`config.mk`:
```
export PLATFORM = sky130hd
export DESIGN_NAME = calendar_date_weekday_iso_week_core_flat
export DESIGN_NICKNAME = d
export VERILOG_FILES = /design/src/rtl/cdw_pkg.sv /design/src/rtl/cdw_in_if.sv /design/src/rtl/cdw_out_if.sv /design/src/rtl/cdw_date_step.sv /design/src/rtl/cdw_year_split.sv /design/src/rtl/cdw_week_calc.sv /design/src/rtl/calendar_date_weekday_iso_week_core.sv /design/src/flat_wrapper.sv
export SDC_FILE = /design/constraint.sdc
export NUM_CORES = 1
export LEC_CHECK = 0
export BUFFER_PORTS_ARGS = -buffer_cell sky130_fd_sc_hd__buf_2
export CAP_MARGIN = 5
export CORE_MARGIN = 2
export CORE_UTILIZATION = 40
export DETAILED_ROUTE_END_ITERATION = 10
export PLACE_DENSITY_LB_ADDON = 0.12
export SLEW_MARGIN = 20
export SYNTH_ARGS = -nofsm -noshare
export SYNTH_HDL_FRONTEND = slang
export SYNTH_HIERARCHICAL = 1
export SYNTH_SLANG_ARGS = --single-unit
```
`constraint.sdc`:
```
create_clock -name clk -period 16.5 [get_ports clk]
set_clock_uncertainty 0.2 [all_clocks]
set_input_delay 2.475 -clock clk [delete_from_list [all_inputs] [get_ports clk]]
set_output_delay 2.475 -clock clk [all_outputs]
set_load 0.005 [all_outputs]
```
`src/rtl/cdw_pkg.sv`:
```
// cdw_pkg: widths, opcodes, month tables, stage structs and date helper functions
// shared by the calendar date / weekday / iso week core; depends on nothing
package cdw_pkg;

  localparam int DAY_W  = 5;
  localparam int MON_W  = 4;
  localparam int YEAR_W = 13;
  localparam int WDAY_W = 3;
  localparam int WEEK_W = 6;
  localparam int OP_W   = 2;

  localparam logic [OP_W-1:0] OP_LOAD = 2'd0;
  localparam logic [OP_W-1:0] OP_FWD  = 2'd1;
  localparam logic [OP_W-1:0] OP_BACK = 2'd2;

  localparam logic [MON_W-1:0] MON_JAN = 4'd1;
  localparam logic [MON_W-1:0] MON_FEB = 4'd2;
  localparam logic [MON_W-1:0] MON_DEC = 4'd12;

  localparam logic [2:0] MONTH_SHIFT [12] = '{
    3'd0, 3'd3, 3'd3, 3'd6, 3'd1, 3'd4, 3'd6, 3'd2, 3'd5, 3'd0, 3'd3, 3'd5
  };
  localparam logic [DAY_W-1:0] MONTH_DAYS [12] = '{
    5'd31, 5'd28, 5'd31, 5'd30, 5'd31, 5'd30, 5'd31, 5'd31, 5'd30, 5'd31, 5'd30, 5'd31
  };
  localparam logic [WEEK_W-1:0] MONTH_WEEKS [12] = '{
    6'd0, 6'd4, 6'd8, 6'd12, 6'd17, 6'd21, 6'd25, 6'd30, 6'd34, 6'd39, 6'd43, 6'd47
  };

  typedef struct packed {
    logic              ok;
    logic [DAY_W-1:0]  day;
    logic [MON_W-1:0]  month;
    logic [YEAR_W-1:0] year;
    logic              leap;
  } date_t;

  typedef struct packed {
    date_t      date;
    logic [6:0] yy;
    logic [1:0] cent;
  } split_t;

  typedef struct packed {
    date_t      date;
    logic       leap_prev;
    logic [2:0] yoff;
  } yinfo_t;

  // month code to table index, out-of-range months map to january
  function automatic logic [3:0] mix(input logic [MON_W-1:0] m);
    return (m >= MON_JAN && m <= MON_DEC) ? 4'(m - MON_JAN) : 4'd0;
  endfunction

  // divisible by 400 means divisible by 16 and by 25
  function automatic logic leap_of(input logic [YEAR_W-1:0] y);
    logic [25:0] p;
    logic [8:0]  q25;
    logic        div25;
    p     = 26'(y) * 26'd5243;
    q25   = p[25:17];
    div25 = (y == 13'(14'(q25) * 14'd25));
    return (y[1:0] == 2'd0) && (!div25 || (y[3:0] == 4'd0));
  endfunction

  function automatic logic [DAY_W-1:0] month_len(input logic [MON_W-1:0] m, input logic leap);
    logic [DAY_W-1:0] n;
    n = MONTH_DAYS[mix(m)];
    if (m == MON_FEB && leap) begin
      n = 5'd29;
    end
    return n;
  endfunction

  // residue mod 7 by folding octal digits, 8 = 1 mod 7
  function automatic logic [2:0] mod7(input logic [8:0] x);
    logic [4:0] s1;
    logic [3:0] s2;
    s1 = 5'(x[2:0]) + 5'(x[5:3]) + 5'(x[8:6]);
    s2 = 4'(s1[2:0]) + 4'(s1[4:3]);
    return (s2 >= 4'd7) ? 3'(s2 - 4'd7) : s2[2:0];
  endfunction

endpackage

```
`src/rtl/cdw_in_if.sv`:
```
// cdw_in_if: command channel of the date core, valid/ready plus opcode and load date
// depends on cdw_pkg for field widths
interface cdw_in_if;
  import cdw_pkg::*;

  logic              valid;
  logic              ready;
  logic [OP_W-1:0]   opcode;
  logic [DAY_W-1:0]  day_in;
  logic [MON_W-1:0]  month_in;
  logic [YEAR_W-1:0] year_in;

  modport source (output valid, output opcode, output day_in, output month_in,
                  output year_in, input ready);
  modport sink   (input valid, input opcode, input day_in, input month_in,
                  input year_in, output ready);
endinterface

```
`src/rtl/cdw_out_if.sv`:
```
// cdw_out_if: result channel of the date core, valid/ready plus date, weekday and week
// depends on cdw_pkg for field widths
interface cdw_out_if;
  import cdw_pkg::*;

  logic              valid;
  logic              ready;
  logic              ok;
  logic [DAY_W-1:0]  day_out;
  logic [MON_W-1:0]  month_out;
  logic [YEAR_W-1:0] year_out;
  logic              leap_year;
  logic [WDAY_W-1:0] weekday;
  logic [WEEK_W-1:0] iso_week;

  modport source (output valid, output ok, output day_out, output month_out,
                  output year_out, output leap_year, output weekday, output iso_week,
                  input ready);
  modport sink   (input valid, input ok, input day_out, input month_out,
                  input year_out, input leap_year, input weekday, input iso_week,
                  output ready);
endinterface

```
`src/rtl/cdw_date_step.sv`:
```
// cdw_date_step: stored date registers, load check and one-day steps, first pipeline stage
// depends on cdw_pkg and cdw_in_if
module cdw_date_step #(
  parameter int unsigned MAX_YEAR = 7999
) (
  input  logic           clk,
  input  logic           rst_n,
  cdw_in_if.sink         in_ch,
  output cdw_pkg::date_t dn_data,
  output logic           dn_valid,
  input  logic           dn_ready
);
  import cdw_pkg::*;

  localparam logic [YEAR_W-1:0] YEAR_LIM = YEAR_W'(MAX_YEAR);

  logic [DAY_W-1:0]  day_r, day_nxt;
  logic [MON_W-1:0]  month_r, month_nxt;
  logic [YEAR_W-1:0] year_r, year_nxt;
  logic              leap_r, leap_nxt;
  logic              ok_nxt;
  logic              s1_v_r;
  date_t             s1_r;

  logic              acc;
  logic [YEAR_W-1:0] year_cand;
  logic              cand_leap;
  logic [DAY_W-1:0]  cur_len;
  logic [DAY_W-1:0]  prev_len;
  logic              ld_ok;

  assign in_ch.ready = !s1_v_r || dn_ready;
  assign acc         = in_ch.valid && in_ch.ready;
  assign dn_valid    = s1_v_r;
  assign dn_data     = s1_r;

  assign cur_len  = month_len(month_r, leap_r);
  assign prev_len = month_len(month_r - 4'd1, leap_r);

  // one leap unit serves the load year and the year after or before a rollover
  always_comb begin
    if (in_ch.opcode == OP_LOAD) begin
      year_cand = in_ch.year_in;
    end else if (in_ch.opcode == OP_BACK) begin
      year_cand = year_r - 13'd1;
    end else begin
      year_cand = year_r + 13'd1;
    end
  end
  assign cand_leap = leap_of(year_cand);

  assign ld_ok = (in_ch.month_in >= MON_JAN) && (in_ch.month_in <= MON_DEC) &&
                 (in_ch.year_in <= YEAR_LIM) && (in_ch.day_in != 5'd0) &&
                 (in_ch.day_in <= month_len(in_ch.month_in, cand_leap));

  always_comb begin
    day_nxt   = day_r;
    month_nxt = month_r;
    year_nxt  = year_r;
    leap_nxt  = leap_r;
    ok_nxt    = 1'b0;
    unique case (in_ch.opcode)
      OP_LOAD: begin
        if (ld_ok) begin
          day_nxt   = in_ch.day_in;
          month_nxt = in_ch.month_in;
          year_nxt  = in_ch.year_in;
          leap_nxt  = cand_leap;
          ok_nxt    = 1'b1;
        end
      end
      OP_FWD: begin
        if (day_r < cur_len) begin
          day_nxt = day_r + 5'd1;
          ok_nxt  = 1'b1;
        end else if (month_r < MON_DEC) begin
          day_nxt   = 5'd1;
          month_nxt = month_r + 4'd1;
          ok_nxt    = 1'b1;
        end else if (year_r < YEAR_LIM) begin
          day_nxt   = 5'd1;
          month_nxt = MON_JAN;
          year_nxt  = year_cand;
          leap_nxt  = cand_leap;
          ok_nxt    = 1'b1;
        end
      end
      OP_BACK: begin
        if (day_r > 5'd1) begin
          day_nxt = day_r - 5'd1;
          ok_nxt  = 1'b1;
        end else if (month_r > MON_JAN) begin
          month_nxt = month_r - 4'd1;
          day_nxt   = prev_len;
          ok_nxt    = 1'b1;
        end else if (year_r != 13'd0) begin
          day_nxt   = 5'd31;
          month_nxt = MON_DEC;
          year_nxt  = year_cand;
          leap_nxt  = cand_leap;
          ok_nxt    = 1'b1;
        end
      end
      default: begin
        ok_nxt = 1'b0;
      end
    endcase
  end

  always_ff @(posedge clk) begin
    if (!rst_n) begin
      day_r   <= 5'd1;
      month_r <= MON_JAN;
      year_r  <= 13'd2000;
      leap_r  <= 1'b1;
      s1_v_r  <= 1'b0;
    end else begin
      if (acc) begin
        day_r   <= day_nxt;
        month_r <= month_nxt;
        year_r  <= year_nxt;
        leap_r  <= leap_nxt;
      end
      if (in_ch.ready) begin
        s1_v_r <= acc;
      end
    end
  end

  always_ff @(posedge clk) begin
    if (acc) begin
      s1_r.ok    <= ok_nxt;
      s1_r.day   <= day_nxt;
      s1_r.month <= month_nxt;
      s1_r.year  <= year_nxt;
      s1_r.leap  <= leap_nxt;
    end
  end

  a_state_valid: assert property (@(posedge clk) disable iff (!rst_n)
    (month_r >= MON_JAN) && (month_r <= MON_DEC) && (day_r != 5'd0) &&
    (day_r <= month_len(month_r, leap_r)) && (year_r <= YEAR_LIM))
    else $error("stored date out of range");

  a_leap_track: assert property (@(posedge clk) disable iff (!rst_n)
    leap_r == leap_of(year_r))
    else $error("leap flag does not match stored year");

  a_reject_holds: assert property (@(posedge clk) disable iff (!rst_n)
    acc && !ok_nxt |=> $stable(day_r) && $stable(month_r) && $stable(year_r))
    else $error("rejected item changed the stored date");

endmodule

```
`src/rtl/cdw_year_split.sv`:
```
// cdw_year_split: two pipeline stages that split the year into century and year of century
// and form the weekday offset of the year; depends on cdw_pkg
module cdw_year_split (
  input  logic            clk,
  input  logic            rst_n,
  input  cdw_pkg::date_t  up_data,
  input  logic            up_valid,
  output logic            up_ready,
  output cdw_pkg::yinfo_t dn_data,
  output logic            dn_valid,
  input  logic            dn_ready
);
  import cdw_pkg::*;

  logic       s2_v_r, s3_v_r;
  split_t     s2_r;
  yinfo_t     s3_r;
  logic       s2_load, s3_load;

  split_t     s2_nxt;
  yinfo_t     s3_nxt;
  logic [25:0] prod;
  logic [6:0]  q100;
  logic [2:0]  yc;

  assign s3_load  = !s3_v_r || dn_ready;
  assign s2_load  = !s2_v_r || s3_load;
  assign up_ready = s2_load;
  assign dn_valid = s3_v_r;
  assign dn_data  = s3_r;

  // year / 100 by reciprocal, exact over the 13-bit range
  always_comb begin
    prod        = 26'(up_data.year) * 26'd5243;
    q100        = prod[25:19];
    s2_nxt.date = up_data;
    s2_nxt.yy   = 7'(up_data.year - 13'(14'(q100) * 14'd100));
    s2_nxt.cent = q100[1:0];
  end

  // previous year is leap: year = 1 mod 4, and not a century unless a 400th
  always_comb begin
    yc                = mod7(9'(s2_r.yy) + 9'(s2_r.yy[6:2]));
    s3_nxt.date       = s2_r.date;
    s3_nxt.yoff       = mod7(9'(yc) + 9'({2'd3 - s2_r.cent, 1'b0}) + 9'd6);
    s3_nxt.leap_prev  = (s2_r.date.year != 13'd0) && (s2_r.date.year[1:0] == 2'd1) &&
                        ((s2_r.yy != 7'd1) || (s2_r.cent == 2'd0));
  end

  always_ff @(posedge clk) begin
    if (!rst_n) begin
      s2_v_r <= 1'b0;
      s3_v_r <= 1'b0;
    end else begin
      if (s2_load) begin
        s2_v_r <= up_valid;
      end
      if (s3_load) begin
        s3_v_r <= s2_v_r;
      end
    end
  end

  always_ff @(posedge clk) begin
    if (up_valid && s2_load) begin
      s2_r <= s2_nxt;
    end
    if (s2_v_r && s3_load) begin
      s3_r <= s3_nxt;
    end
  end

endmodule

```
`src/rtl/cdw_week_calc.sv`:
```
// cdw_week_calc: weekday and iso week from the year offset, result register on the out channel
// depends on cdw_pkg and cdw_out_if
module cdw_week_calc (
  input  logic            clk,
  input  logic            rst_n,
  input  cdw_pkg::yinfo_t up_data,
  input  logic            up_valid,
  output logic            up_ready,
  cdw_out_if.source       out_ch
);
  import cdw_pkg::*;

  logic              out_v_r;
  date_t             date_r;
  logic [WDAY_W-1:0] wday_r, wday_nxt;
  logic [WEEK_W-1:0] week_r, week_nxt;

  date_t             d;
  logic [3:0]        midx;
  logic              lp_early, lp_late;
  logic [2:0]        j1, w4;
  logic [5:0]        k;
  logic [11:0]       kq;
  logic [WEEK_W-1:0] wk;
  logic              has53, prev53;

  assign up_ready = !out_v_r || out_ch.ready;

  always_comb begin
    d        = up_data.date;
    midx     = mix(d.month);
    lp_early = d.leap && (d.month < 4'd3);
    lp_late  = d.leap && (d.month > MON_FEB);
    wday_nxt = mod7(9'(d.day) + 9'(MONTH_SHIFT[midx]) + 9'd7 + 9'(up_data.yoff)
                    - 9'(lp_early)) + 3'd1;
    j1       = mod7(9'd8 + 9'(up_data.yoff) - 9'(d.leap)) + 3'd1;
    w4       = mod7(9'd11 + 9'(up_data.yoff) - 9'(d.leap));
    k        = 6'(w4) + 6'(MONTH_SHIFT[midx]) + 6'(d.day) + 6'd3 + 6'(lp_late);
    kq       = 12'(k) * 12'd37;
    wk       = 6'(kq[11:8]) + MONTH_WEEKS[midx];
    has53    = (j1 == 3'd4) || ((j1 == 3'd3) && d.leap);
    prev53   = (j1 == 3'd5) || ((j1 == 3'd6) && up_data.leap_prev);
    // early january belongs to the last week of the year before
    if (wk == 6'd0) begin
      week_nxt = prev53 ? 6'd53 : 6'd52;
    end else if (wk == 6'd53 && !has53) begin
      week_nxt = 6'd1;
    end else begin
      week_nxt = wk;
    end
  end

  always_ff @(posedge clk) begin
    if (!rst_n) begin
      out_v_r <= 1'b0;
    end else if (up_ready) begin
      out_v_r <= up_valid;
    end
  end

  always_ff @(posedge clk) begin
    if (up_valid && up_ready) begin
      date_r <= up_data.date;
      wday_r <= wday_nxt;
      week_r <= week_nxt;
    end
  end

  assign out_ch.valid     = out_v_r;
  assign out_ch.ok        = date_r.ok;
  assign out_ch.day_out   = date_r.day;
  assign out_ch.month_out = date_r.month;
  assign out_ch.year_out  = date_r.year;
  assign out_ch.leap_year = date_r.leap;
  assign out_ch.weekday   = wday_r;
  assign out_ch.iso_week  = week_r;

  a_wday_range: assert property (@(posedge clk) disable iff (!rst_n)
    out_v_r |-> (wday_r >= 3'd1) && (wday_r <= 3'd7))
    else $error("weekday out of range");

  a_week_range: assert property (@(posedge clk) disable iff (!rst_n)
    out_v_r |-> (week_r >= 6'd1) && (week_r <= 6'd53))
    else $error("iso week out of range");

  a_jan4_week1: assert property (@(posedge clk) disable iff (!rst_n)
    out_v_r && (date_r.month == MON_JAN) && (date_r.day == 5'd4) |-> (week_r == 6'd1))
    else $error("january 4 not in week 1");

endmodule

```
`src/rtl/calendar_date_weekday_iso_week_core.sv`:
```
// calendar_date_weekday_iso_week_core: gregorian date keeper with weekday and iso week
// depends on cdw_pkg, cdw_in_if, cdw_out_if, cdw_date_step, cdw_year_split, cdw_week_calc
//
//   channel  dir  handshake     payload
//   in_ch    in   valid/ready   opcode, day_in, month_in, year_in
//   out_ch   out  valid/ready   ok, day_out, month_out, year_out, leap_year, weekday, iso_week
//
// one item per cycle sustained while out_ch is ready; each item's result is offered from the week/result register
// the stored date updates at the accepting edge, so items may follow each other back to back
// four registered stages (date step, year split, year offset, week/result) set the latency
// a stall on out_ch fills the stages and then drops in_ch.ready; nothing is lost
// reset (synchronous, active low) sets the date to 2000-01-01 and empties the pipeline
module calendar_date_weekday_iso_week_core #(
  parameter int unsigned MAX_YEAR = 7999
) (
  input  logic      clk,
  input  logic      rst_n,
  cdw_in_if.sink    in_ch,
  cdw_out_if.source out_ch
);
  import cdw_pkg::*;

  date_t  step_data;
  logic   step_valid, step_ready;
  yinfo_t yinfo_data;
  logic   yinfo_valid, yinfo_ready;

  cdw_date_step #(
    .MAX_YEAR (MAX_YEAR)
  ) u_date_step (
    .clk      (clk),
    .rst_n    (rst_n),
    .in_ch    (in_ch),
    .dn_data  (step_data),
    .dn_valid (step_valid),
    .dn_ready (step_ready)
  );

  cdw_year_split u_year_split (
    .clk      (clk),
    .rst_n    (rst_n),
    .up_data  (step_data),
    .up_valid (step_valid),
    .up_ready (step_ready),
    .dn_data  (yinfo_data),
    .dn_valid (yinfo_valid),
    .dn_ready (yinfo_ready)
  );

  cdw_week_calc u_week_calc (
    .clk      (clk),
    .rst_n    (rst_n),
    .up_data  (yinfo_data),
    .up_valid (yinfo_valid),
    .up_ready (yinfo_ready),
    .out_ch   (out_ch)
  );

endmodule

```
`src/flat_wrapper.sv`:
```
// flat-port wrapper written by rule: the top's interface ports become plain ports
module calendar_date_weekday_iso_week_core_flat import cdw_pkg::*;
#(
  parameter int unsigned MAX_YEAR = 7999
)
  (clk, rst_n, in_ch_valid, in_ch_opcode, in_ch_day_in, in_ch_month_in, in_ch_year_in, in_ch_ready, out_ch_valid, out_ch_ok, out_ch_day_out, out_ch_month_out, out_ch_year_out, out_ch_leap_year, out_ch_weekday, out_ch_iso_week, out_ch_ready);
  cdw_in_if in_ch_i ();
  cdw_out_if out_ch_i ();
  input  logic clk;
  input  logic rst_n;
  input wire logic [$bits(in_ch_i.valid)-1:0] in_ch_valid;
  input wire logic [$bits(in_ch_i.opcode)-1:0] in_ch_opcode;
  input wire logic [$bits(in_ch_i.day_in)-1:0] in_ch_day_in;
  input wire logic [$bits(in_ch_i.month_in)-1:0] in_ch_month_in;
  input wire logic [$bits(in_ch_i.year_in)-1:0] in_ch_year_in;
  output wire logic [$bits(in_ch_i.ready)-1:0] in_ch_ready;
  output wire logic [$bits(out_ch_i.valid)-1:0] out_ch_valid;
  output wire logic [$bits(out_ch_i.ok)-1:0] out_ch_ok;
  output wire logic [$bits(out_ch_i.day_out)-1:0] out_ch_day_out;
  output wire logic [$bits(out_ch_i.month_out)-1:0] out_ch_month_out;
  output wire logic [$bits(out_ch_i.year_out)-1:0] out_ch_year_out;
  output wire logic [$bits(out_ch_i.leap_year)-1:0] out_ch_leap_year;
  output wire logic [$bits(out_ch_i.weekday)-1:0] out_ch_weekday;
  output wire logic [$bits(out_ch_i.iso_week)-1:0] out_ch_iso_week;
  input wire logic [$bits(out_ch_i.ready)-1:0] out_ch_ready;
  assign in_ch_i.valid = in_ch_valid;
  assign in_ch_i.opcode = in_ch_opcode;
  assign in_ch_i.day_in = in_ch_day_in;
  assign in_ch_i.month_in = in_ch_month_in;
  assign in_ch_i.year_in = in_ch_year_in;
  assign in_ch_ready = in_ch_i.ready;
  assign out_ch_valid = out_ch_i.valid;
  assign out_ch_ok = out_ch_i.ok;
  assign out_ch_day_out = out_ch_i.day_out;
  assign out_ch_month_out = out_ch_i.month_out;
  assign out_ch_year_out = out_ch_i.year_out;
  assign out_ch_leap_year = out_ch_i.leap_year;
  assign out_ch_weekday = out_ch_i.weekday;
  assign out_ch_iso_week = out_ch_i.iso_week;
  assign out_ch_i.ready = out_ch_ready;
  calendar_date_weekday_iso_week_core #(.MAX_YEAR(MAX_YEAR)) u_core (.clk(clk), .rst_n(rst_n), .in_ch(in_ch_i), .out_ch(out_ch_i));
endmodule
```
==> results of run 1 <==
## cell usage after synthesis, drive strengths merged, types with 5 or more instances
library cell    n  area, um^2
nand2          93       349.1
o21bai          7       52.55
dfxtp          27       540.5
nand3          24       120.1
fa            134        2683
mux2            6       67.56
o221a           5       56.30
nand2b         14       87.58
a2bb2oi         9       78.83
a2111oi         5       43.79
nor3           27       146.4
o311ai          6       60.06
and3           10       68.82
clkbuf         51       191.4
inv           300        1126
o21ai          87       435.4
nor2          101       379.1
edfxtp        116        3483
nor4            9       71.32
a21oi         104       520.5
o211ai         10       75.07
a21boi          7       52.55
nand4          18       112.6
buf             8       33.78
nor2b          22       137.6
mux2i          24       240.2
a221oi          5       43.79
xnor2          59       516.8
a211oi         14       110.1
o31ai           7       52.55
a31oi          12       75.07
nor3b           6       45.04
ha            322        4029
a21o           28       210.2
and2           10       62.56
o22ai           9       62.56
xor2           29       254.0
o21a           18       135.1
or4            13       101.4
a211o           9       78.83
## metrics by stage
stage / util / cells / instance area, um^2 / worst slack [ns]
detailed placement: 0.4315 / 2453 / 18670 / 0.6811
global route: 0.4448 / 2485 / 19240 / 0.1852
floorplan: - / 1836 / 17630 / 1.248
finish: 0.4448 / 2485 / 19240 / 1.051
global placement: 0.4315 / 2453 / 18670 / 1.141
CTS: 0.4448 / 2485 / 19240 / 1.109
## metal layers
metal  wire [um]  track usage  vias up  share of wire
met1       20480       0.2638     6326           0.46
met3        1527      0.02229       71          0.034
li1            -            -     6520              -
met2       21120       0.3301      269           0.48
met5           0            0        -              0
met4        1131      0.06573        0          0.026
## cell type report
type,count,area share
multi-input combinational,1333,0.6368
inverter,301,0.05871
timing repair buffer,91,0.02744
tap,585,0.03803
clock inverter,13,0.006437
sequential,143,0.2091
clock buffer,19,0.02354
## worst max-delay path: cells and delay by family
kind / cells / cell delay [ns]
AO/OA/AOI/OAI: 13 / 3.51
XOR/XNOR: 5 / 1.11
adder cells (fa/ha/maj): 12 / 4.62
buffers and inverters: 8 / 0.64
multiplexers: 1 / 0.36
AND/OR/NAND/NOR: 11 / 2.65
## state kept, by name, indices dropped and copies added, names as in the netlist, 5 cells and up
register,cells
u_core/u_week_calc/out_ch.day_out,5
u_core/u_date_step/year_r,13
u_core/u_year_split/s2_r,31
u_core/u_year_split/dn_data,28
u_core/u_date_step/day_r,5
u_core/u_week_calc/out_ch.year_out,13
u_core/u_date_step/dn_data,24
u_core/u_week_calc/out_ch.iso_week,6
## cells by family (layout without fill, tap and decap cells)
logic type | count (synthesis) | count (layout)
adder cells (fa/ha/maj) | 456 | 456
AO/OA/AOI/OAI | 392 | 392
AND/OR/NAND/NOR | 366 | 366
buffers and inverters | 360 | 424
flip-flops | 143 | 143
XOR/XNOR | 89 | 89
multiplexers | 30 | 30
## worst paths after layout
path | start | to | slack [ns] | cells past startpoint
worst max-delay path | in_ch_opcode[0] | u_core/u_date_step/dn_data[7] | 1.05 | 50
worst min-delay path | u_core/u_year_split/dn_data[5] | u_core/u_week_calc/out_ch.year_out[0] | 0.21 | 0
worst max register to register | u_core/u_date_step/year_r[1] | u_core/u_date_step/dn_data[7] | 2.66 | 48
worst min register to register | u_core/u_year_split/dn_data[5] | u_core/u_week_calc/out_ch.year_out[0] | 0.21 | 0
==> impl_results.md, run 1 <==
- Final TNS setup: 0 ns
- Crit. End Element: flip-flop
- Critical path data arrival time: 15.39 ns
- Max Root-Sink Buffers: 2
- Adder-Cell Fraction of Synth Area: 0.3807
- Synth Area per Inst: 9.601 um^2
- CTS tree: done
- Pin count of the biggest net entering global routing: 56
- H-tree depth: 4
- Crit Path Max Fanout: 9
- Die height: ~210 um
- Commonest non-fill, non-tap cell in the layout: ha_1
- Xor and xnor fraction of the mapped netlist area: 0.04500
- Final hold slack: 0.2080 ns
- Status: completed
- Core footprint: 43270 um^2
- Multi-input gate area: 12250 um^2
- Synth unique cells: 87
- Register bit total from synthesis: 143
- Vias in the first global route: 13411
- Post_cts resized: 0
- RSZ-0062 raised after global routing: no
- Critical Path Max Stage Delay: 0.62 ns
- Synth Area in Compound Gates: 0.1480
- Register area share after synthesis: 0.2283
- WP data required: 16.45 ns
- Diodes inserted: 0
- Area growth syn-to-layout: 9.170%
- Final HPWL DP: around 35000 um
- Slew headroom: 0.2464
- Via count: 13186
- GRT overflow: 0
- CTS sink cnt: 143
- Leading cell types in the layout, fill and taps excluded: ha_1, inv_1, fa_1
- DRC violations left: 0
- Clk pin slew, worst setup/hold paths: 0.07 ns
- Nets@finish: around 2400
- Post-CTS Hold Buffers: 0
- Starting Density: 0.4074
- Initial antenna violation count: 0
- Most Frequent Cell on Critical Path: ha_1
- WL final: 44270 um
- Asr flop ratio synth: 0
- First DRT Iteration DRCs: 712
- Final period util: 0.9363
- Post-Syn Area: 17630 um^2
- CTS root buffer: clkbuf_16
- Post-CTS Setup Inserts: 0
- CTS buffer count: 17
- Simple-gate share of the synthesized area: 0.1037
- Layout fillers: ~4200
- I/O Pins: 63
- Post-synthesis cell count: 1836
- Routed Antenna Nets: 0
- Max Cap Viol: 0
- Hold Path Class: flip-flop to flip-flop
- Placer Congestion: 0.8713
- Ys flop type: edfxtp_1
- Slew @ Worst Pin: 1.122 ns
- Setup CP Type: input port to flip-flop
- First-pass GRT wire length: 71880 um
- IO buf count: 62
- Synth Net Count: about 2300
- Endpoints failing hold: 0
- GRT Util Overall: 0.1966
- Post-DR wirelength/cell: 17.81 um
- Syn. warnings: 6
- Via/cell ratio: 5.306
- Combinational family with the most area after synthesis: adder cells
- Site row count: 76
- Sequential Area: 4024 um^2
- 1st-pass router iterations: 8
- Minimum clock period: between 15 and 20 ns
- Worst skew pair latency: 0.43 ns
- Crit start category: input port
- Final slew viol count: 0
- Fmax achieved: 64.73 MHz
- Die W: around 210 um
- Post-synth EDFFs: around 120
- Slowest cell on crit path: a2111oi_0
- Multiplexer share of the synthesized area: 0.01746
- Share of layout cells above drive strength 1: 0.08105
- Final setup fails: 0
- Die area: 45770 um^2
Power of run 1 is not shown: default switching activity piles up to over one toggle a cycle in this logic, so the estimate is an artifact.
==> inputs of run 2 (changes only) <==
--- a/config.mk
+++ b/config.mk
@@ -10,3 +10,3 @@
 export CORE_MARGIN = 2
-export CORE_UTILIZATION = 40
+export CORE_UTILIZATION = 48
 export DETAILED_ROUTE_END_ITERATION = 10
==> constraint.sdc (replaced) <==
create_clock -name clk -period 16.5 [get_ports clk]
set_clock_uncertainty 0.2 [all_clocks]
set_input_delay 1.65 -clock clk [delete_from_list [all_inputs] [get_ports clk]]
set_output_delay 1.65 -clock clk [all_outputs]
set_load 0.005 [all_outputs]
==> impl_results.md, run 2 (synthesized netlist as in run 1, its figures left out) <==
- Top sig layer: met4
- CTS sink cnt: 143 (unchanged)
- Pin count of the biggest net entering global routing: 55 (-1.8%)
- Endpoints failing hold: 0 (unchanged)
- Setup CP Type: input port to flip-flop
- Crit start category: input port
- Final setup fails: 0 (unchanged)
- Slowest cell on crit path: o22ai_2
- Leading cell types in the layout, fill and taps excluded: ha_1, inv_1, fa_1
- Post-DR wirelength/cell: 18.14 um (+1.8%)
- Routed Antenna Nets: 0 (unchanged)
- Share of layout cells above drive strength 1: 0.07664 (-0.004414)
- Most Frequent Cell on Critical Path: ha_1
- WP data required: 16.44 ns (about the same)
- Area growth syn-to-layout: 7.999%
- Nets@finish: 2363 (-0.34%)
- Slew @ Worst Pin: 1.168 ns (+0.04592 ns)
- First-pass GRT wire length: 70320 um (-2.2%)
- Starting Density: 0.4850 (+0.07756)
- Max FFs per register: 31 (unchanged)
- Met2 routed WL: 20690 um (-2.1%)
- Hold Path Class: flip-flop to flip-flop
- Final slew viol count: 0 (unchanged)
- Die W: 195.6 um (-8.5%)
- Max Root-Sink Buffers: 2 (unchanged)
- Final TNS setup: 0 ns (unchanged)
- H-tree depth: 4 (unchanged)
- Post-CTS Setup Inserts: 0 (unchanged)
- First DRT Iteration DRCs: 822 (+15%)
- DRC violations left: 0 (unchanged)
- Sequential Area: 4024 um^2 (unchanged)
- CTS root buffer: clkbuf_16
- 1st-pass router iterations: 5 (-3)
- CTS tree: done
- Slew headroom: 0.2155 (-0.03085)
- Fmax achieved: 67.34 MHz (+4.0%)
- Metal-1 WL: 19380 um (-5.4%)
- Vias in the first global route: 13362 (-0.37%)
- Die area: 38280 um^2 (-16%)
- Critical Path Max Stage Delay: 0.62 ns (about the same)
- Via count: 13330 (+1.1%)
- Worst Path Buf+Inv: 9 (+1)
- Status: completed
- Via/cell ratio: 5.646 (+6.4%)
- Crit Path Max Fanout: 22 (+13)
- Post-CTS Hold Buffers: 0 (unchanged)
- Placer Congestion: 0.9218 (+5.8%)
- Largest Register: u_core/u_year_split/s2_r
- I/O Pins: 63 (unchanged)
- RSZ-0062 raised after global routing: no
- Layout fillers: 3298 (-21%)
- Final HPWL DP: 34330 um (-3.3%)
- Initial antenna violation count: 0 (unchanged)
- GRT overflow: 0 (unchanged)
- CP delay by family, top: adder cells
- IO buf count: 62 (unchanged)
- WL final: 42830 um (-3.2%)
- Minimum clock period: 14.85 ns (-0.5992 ns)
- GRT Util Overall: 0.2322 (+0.03562)
- Die height: 195.6 um (-8.5%)
- Site row count: 70 (-7.9%)
- Total length of routed met3 wires: 1937 um (+27%)
- Worst skew pair latency: 0.42 ns (about the same)
- Multi-input gate area: 12250 um^2 (unchanged)
- Clk pin slew, worst setup/hold paths: 0.07 ns (about the same)
- CTS buffer count: 17 (unchanged)
- Critical path data arrival time: 14.79 ns (-0.60 ns)
- Crit. End Element: flip-flop
- Post_cts resized: 0 (unchanged)
- Max Cap Viol: 0 (unchanged)
- Core footprint: 36350 um^2 (-16%)
- Commonest non-fill, non-tap cell in the layout: ha_1
- Final period util: 0.9000 (-0.03631)
-- run 2: cell count changes in the layout (fill, tap and decap cells not counted) --
cell       change
buf_4          -8
bufinv_16      +1
clkbuf_8       -2
clkinv_1       +1
clkinv_2       +1
clkinv_4       -2
clkinv_8       -1
diode_2        +1
inv_6          +1
inv_8          +1
-- run 2: stage by stage --
step	std cells	worst slack [ns]	utilization	instance area (um^2)	hold slack [ns]
floorplan	1836	2.073	-	17630	0.2003
global placement	2328	1.603	0.5079	18460	0.2006
detailed placement	2328	1.283	0.5079	18460	0.2045
CTS	2360	1.718	0.5237	19040	0.2122
global route	2360	0.9617	0.5237	19040	0.2208
finish	2361	1.651	0.5238	19040	0.2107
-- run 2: metal layers --
layer	global-route usage	vias up
li1	-	6497
met1	0.3106	6440
met2	0.4045	342
met3	0.02608	51
met4	0.05287	0
met5	0	-
-- run 2: path summary, 6_finish.rpt --
check / start / endpoint / slack [ns] / cells after the start
worst max-delay path: in_ch_opcode[1] / u_core/u_date_step/dn_data[7] / 1.65 / 49
worst min-delay path: u_core/u_year_split/dn_data[8] / u_core/u_week_calc/out_ch.year_out[3] / 0.21 / 0
worst max register to register: u_core/u_date_step/year_r[1] / u_core/u_date_step/dn_data[7] / 2.77 / 47
worst min register to register: u_core/u_year_split/dn_data[8] / u_core/u_week_calc/out_ch.year_out[3] / 0.21 / 0
-- run 2: area by class of cell --
class | instances | share of cell area
Timing Repair Buffer | 83 | 0.02458
Sequential cell | 143 | 0.2114
Antenna cell | 1 | 0.0001314
Multi-Input combinational cell | 1333 | 0.6437
Clock buffer | 17 | 0.02234
Tap cell | 468 | 0.03076
Inverter | 301 | 0.05935
Clock inverter | 15 | 0.007821
-- run 2: worst reg2reg max path: cells and delay by family (launching register included) --
family / cells / cell delay, ns
and+or+nand+nor: 10 / 2.78
buffers and inverters: 8 / 0.79
muxes: 1 / 0.39
DFF: 1 / 0.67
adders and majority gates: 12 / 4.49
AOI/OAI and AO/OA: 12 / 3.46
xor gates and xnor gates: 4 / 0.65
Power of run 2 is left out for the same reason.
==> inputs of run 3 (changes only) <==
- SYNTH_HIERARCHICAL: 1 -> unset
==> impl_results.md, run 3 <==
- Register bit total from synthesis: 143 (unchanged)
- Max FFs per register: 31 (unchanged)
- RSZ-0062 raised after global routing: no
- Synth area leaders: ha_1, edfxtp_1, fa_1
- GRT overflow: 0 (unchanged)
- Critical Path Max Stage Delay: 0.80 ns (+0.18 ns)
- Post-Syn Area: 17440 um^2 (-1.1%)
- Site row count: 69 (-1.4%)
- Worst setup margin: 2.308 ns (+0.6573 ns)
- Diodes inserted: 0 (-1)
- CTS tree: done
- Synth Area per Inst: 9.755 um^2 (+1.6%)
- Starting Density: 0.4892 (+0.004183)
- Clk pin slew, worst setup/hold paths: 0.06 ns (about the same)
- WL final: 41070 um (-4.1%)
- Commonest cells post-synth: ha_1, inv_1, fa_1
- First-pass GRT wire length: 67840 um (-3.5%)
- Final period util: 0.8601 (-0.03983)
- Register area share after synthesis: 0.2307 (+0.002440)
- Die W: 194.6 um (-0.52%)
- Final slew viol count: 0 (unchanged)
- Asr flop ratio synth: 0 (unchanged)
- Area fraction of the dominant cell type after synthesis: 0.2303 (+0.001726)
- Post_cts resized: 0 (unchanged)
- Nets@finish: 2309 (-2.3%)
- Post-CTS Setup Inserts: 0 (unchanged)
- Status: completed
- Sequential Area: 4024 um^2 (unchanged)
- Core Util, Final: 0.5277 (+0.003918)
- Crit. End Element: flip-flop
- IO buf count: 62 (unchanged)
- Commonest non-fill, non-tap cell in the layout: ha_1
- Slew headroom: 0.3544 (+0.1389)
- Final setup fails: 0 (unchanged)
- Fmax achieved: 70.46 MHz (+4.6%)
- GRT Util Overall: 0.2243 (-0.007840)
- Core footprint: 35660 um^2 (-1.9%)
- CP delay by family, top: adder cells
- Via count: 12855 (-3.6%)
- Final TNS setup: 0 ns (unchanged)
- Hold Path Class: flip-flop to flip-flop
- Die height: 194.6 um (-0.52%)
- Die area: 37880 um^2 (-1.0%)
- Max Cap Viol: 0 (unchanged)
- Ys flop type: edfxtp_1
- H-tree depth: 4 (unchanged)
- Pin count of the biggest net entering global routing: 46 (-16%)
- Final HPWL DP: 33250 um (-3.1%)
- DRC violations left: 0 (unchanged)
- Minimum clock period: 14.19 ns (-0.6573 ns)
- CTS root buffer: clkbuf_16
- Worst skew pair latency: 0.42 ns (about the same)
- Worst Path Buf+Inv: 8 (-1)
- Post-synthesis cell count: 1788 (-2.6%)
- Endpoints failing hold: 0 (unchanged)
- Crit start category: input port
- Post-synth EDFFs: 116 (unchanged)
- Slowest cell on crit path: or2_0
- Placed standard-cell area: 18230 um^2 (-1.3%)
- Initial antenna violation count: 0 (unchanged)
- Area growth syn-to-layout: 7.876%
- Crit Path Max Fanout: 45 (+100%)
- Pre-CTS setup slack: 1.851 ns (+0.5679 ns)
- Area leader, netlist: ha_1
- Share of layout cells above drive strength 1: 0.08048 (+0.003840)
- Largest Register: u_core.u_year_split.s2_r
- First DRT Iteration DRCs: 835 (+1.6%)
- Placer Congestion: 0.8905 (-3.4%)
- I/O Pins: 63 (unchanged)
- Max Root-Sink Buffers: 2 (unchanged)
- Slew @ Worst Pin: 0.9684 ns (-0.1994 ns)
- CTS sink cnt: 143 (unchanged)
- Layout fillers: 3300 (+0.061%)
- Finished Cell Area: 18820 um^2 (-1.2%)
- Leading cell types in the layout, fill and taps excluded: ha_1, inv_1, fa_1
- Synth Net Count: 2271 (-2.1%)
- Multi-input gate area: 12070 um^2 (-1.5%)
- Routed Antenna Nets: 0 (unchanged)
- Post-DR wirelength/cell: 17.86 um (-1.6%)
- Synth unique cells: 91 (+4.6%)
- Setup CP Type: input port to flip-flop
- CTS buffer count: 17 (unchanged)
- Most common cell in the synthesized netlist: ha_1
- Post-CTS Hold Buffers: 0 (unchanged)
- 1st-pass router iterations: 5 (unchanged)
- Critical path data arrival time: 14.30 ns (-0.49 ns)
- Via/cell ratio: 5.589 (-1.0%)
- Vias in the first global route: 12948 (-3.1%)
- Syn. warnings: 0 (-6)
- WP data required: 16.61 ns (+0.17 ns)
-- run 3: path summary, 6_finish.rpt --
path | start | to | slack (ns) | depth (start not counted)
setup / recovery | in_ch_opcode[0] | u_core.u_date_step.year_r[11] | 2.31 | 49
hold / removal | u_core.u_year_split.s2_r[19] | u_core.u_year_split.dn_data[14] | 0.22 | 0
setup reg to reg | u_core.u_date_step.year_r[0] | u_core.u_date_step.year_r[11] | 3.34 | 48
hold reg to reg | u_core.u_year_split.s2_r[19] | u_core.u_year_split.dn_data[14] | 0.22 | 0
-- run 3: through the flow --
stage | std cells | hold slack, ns
after floorplan | 1788 | 0.2003
after global placement | 2268 | 0.2017
after detailed placement | 2268 | 0.2045
after CTS | 2300 | 0.2176
after global routing | 2300 | 0.2230
final | 2300 | 0.2171
-- run 3: worst reg2reg max path, delay by kind of cell, from the launching register on --
kind,cells,cell delay [ns]
and+or+nand+nor,10,1.96
xor gates and xnor gates,3,0.99
adders and majority gates,11,4.58
DFF,1,0.78
buffers and inverters,6,0.90
AOI/OAI and AO/OA,18,3.68
-- run 3: cell families (layout without fill, tap and decap cells) --
| kind of cell | Yosys count | count (layout) | share of synthesized area |
|---|---|---|---|
| and+or+nand+nor | 349 | 349 | 0.09900 |
| buffers and inverters | 357 | 408 | 0.07869 |
| muxes | 32 | 32 | 0.01851 |
| xor gates and xnor gates | 98 | 98 | 0.05244 |
| adders and majority gates | 455 | 455 | 0.3841 |
| AOI/OAI and AO/OA | 354 | 354 | 0.1366 |
| DFF | 143 | 143 | 0.2307 |
-- run 3: per-layer routing --
layer,GRT usage,part of all wire
met5,0,0
met4,0.07493,0.027
met3,0.02898,0.043
met2,0.3782,0.48
met1,0.2987,0.45
-- run 3: area by class of cell --
cell class | instances | share of cell area
Timing Repair Buffer | 80 | 0.02367
Clock inverter | 13 | 0.008246
Multi-Input combinational cell | 1288 | 0.6414
Tap cell | 461 | 0.03066
Clock buffer | 19 | 0.02301
Inverter | 296 | 0.05918
Sequential cell | 143 | 0.2139
Power of run 3 is left out for the same reason.
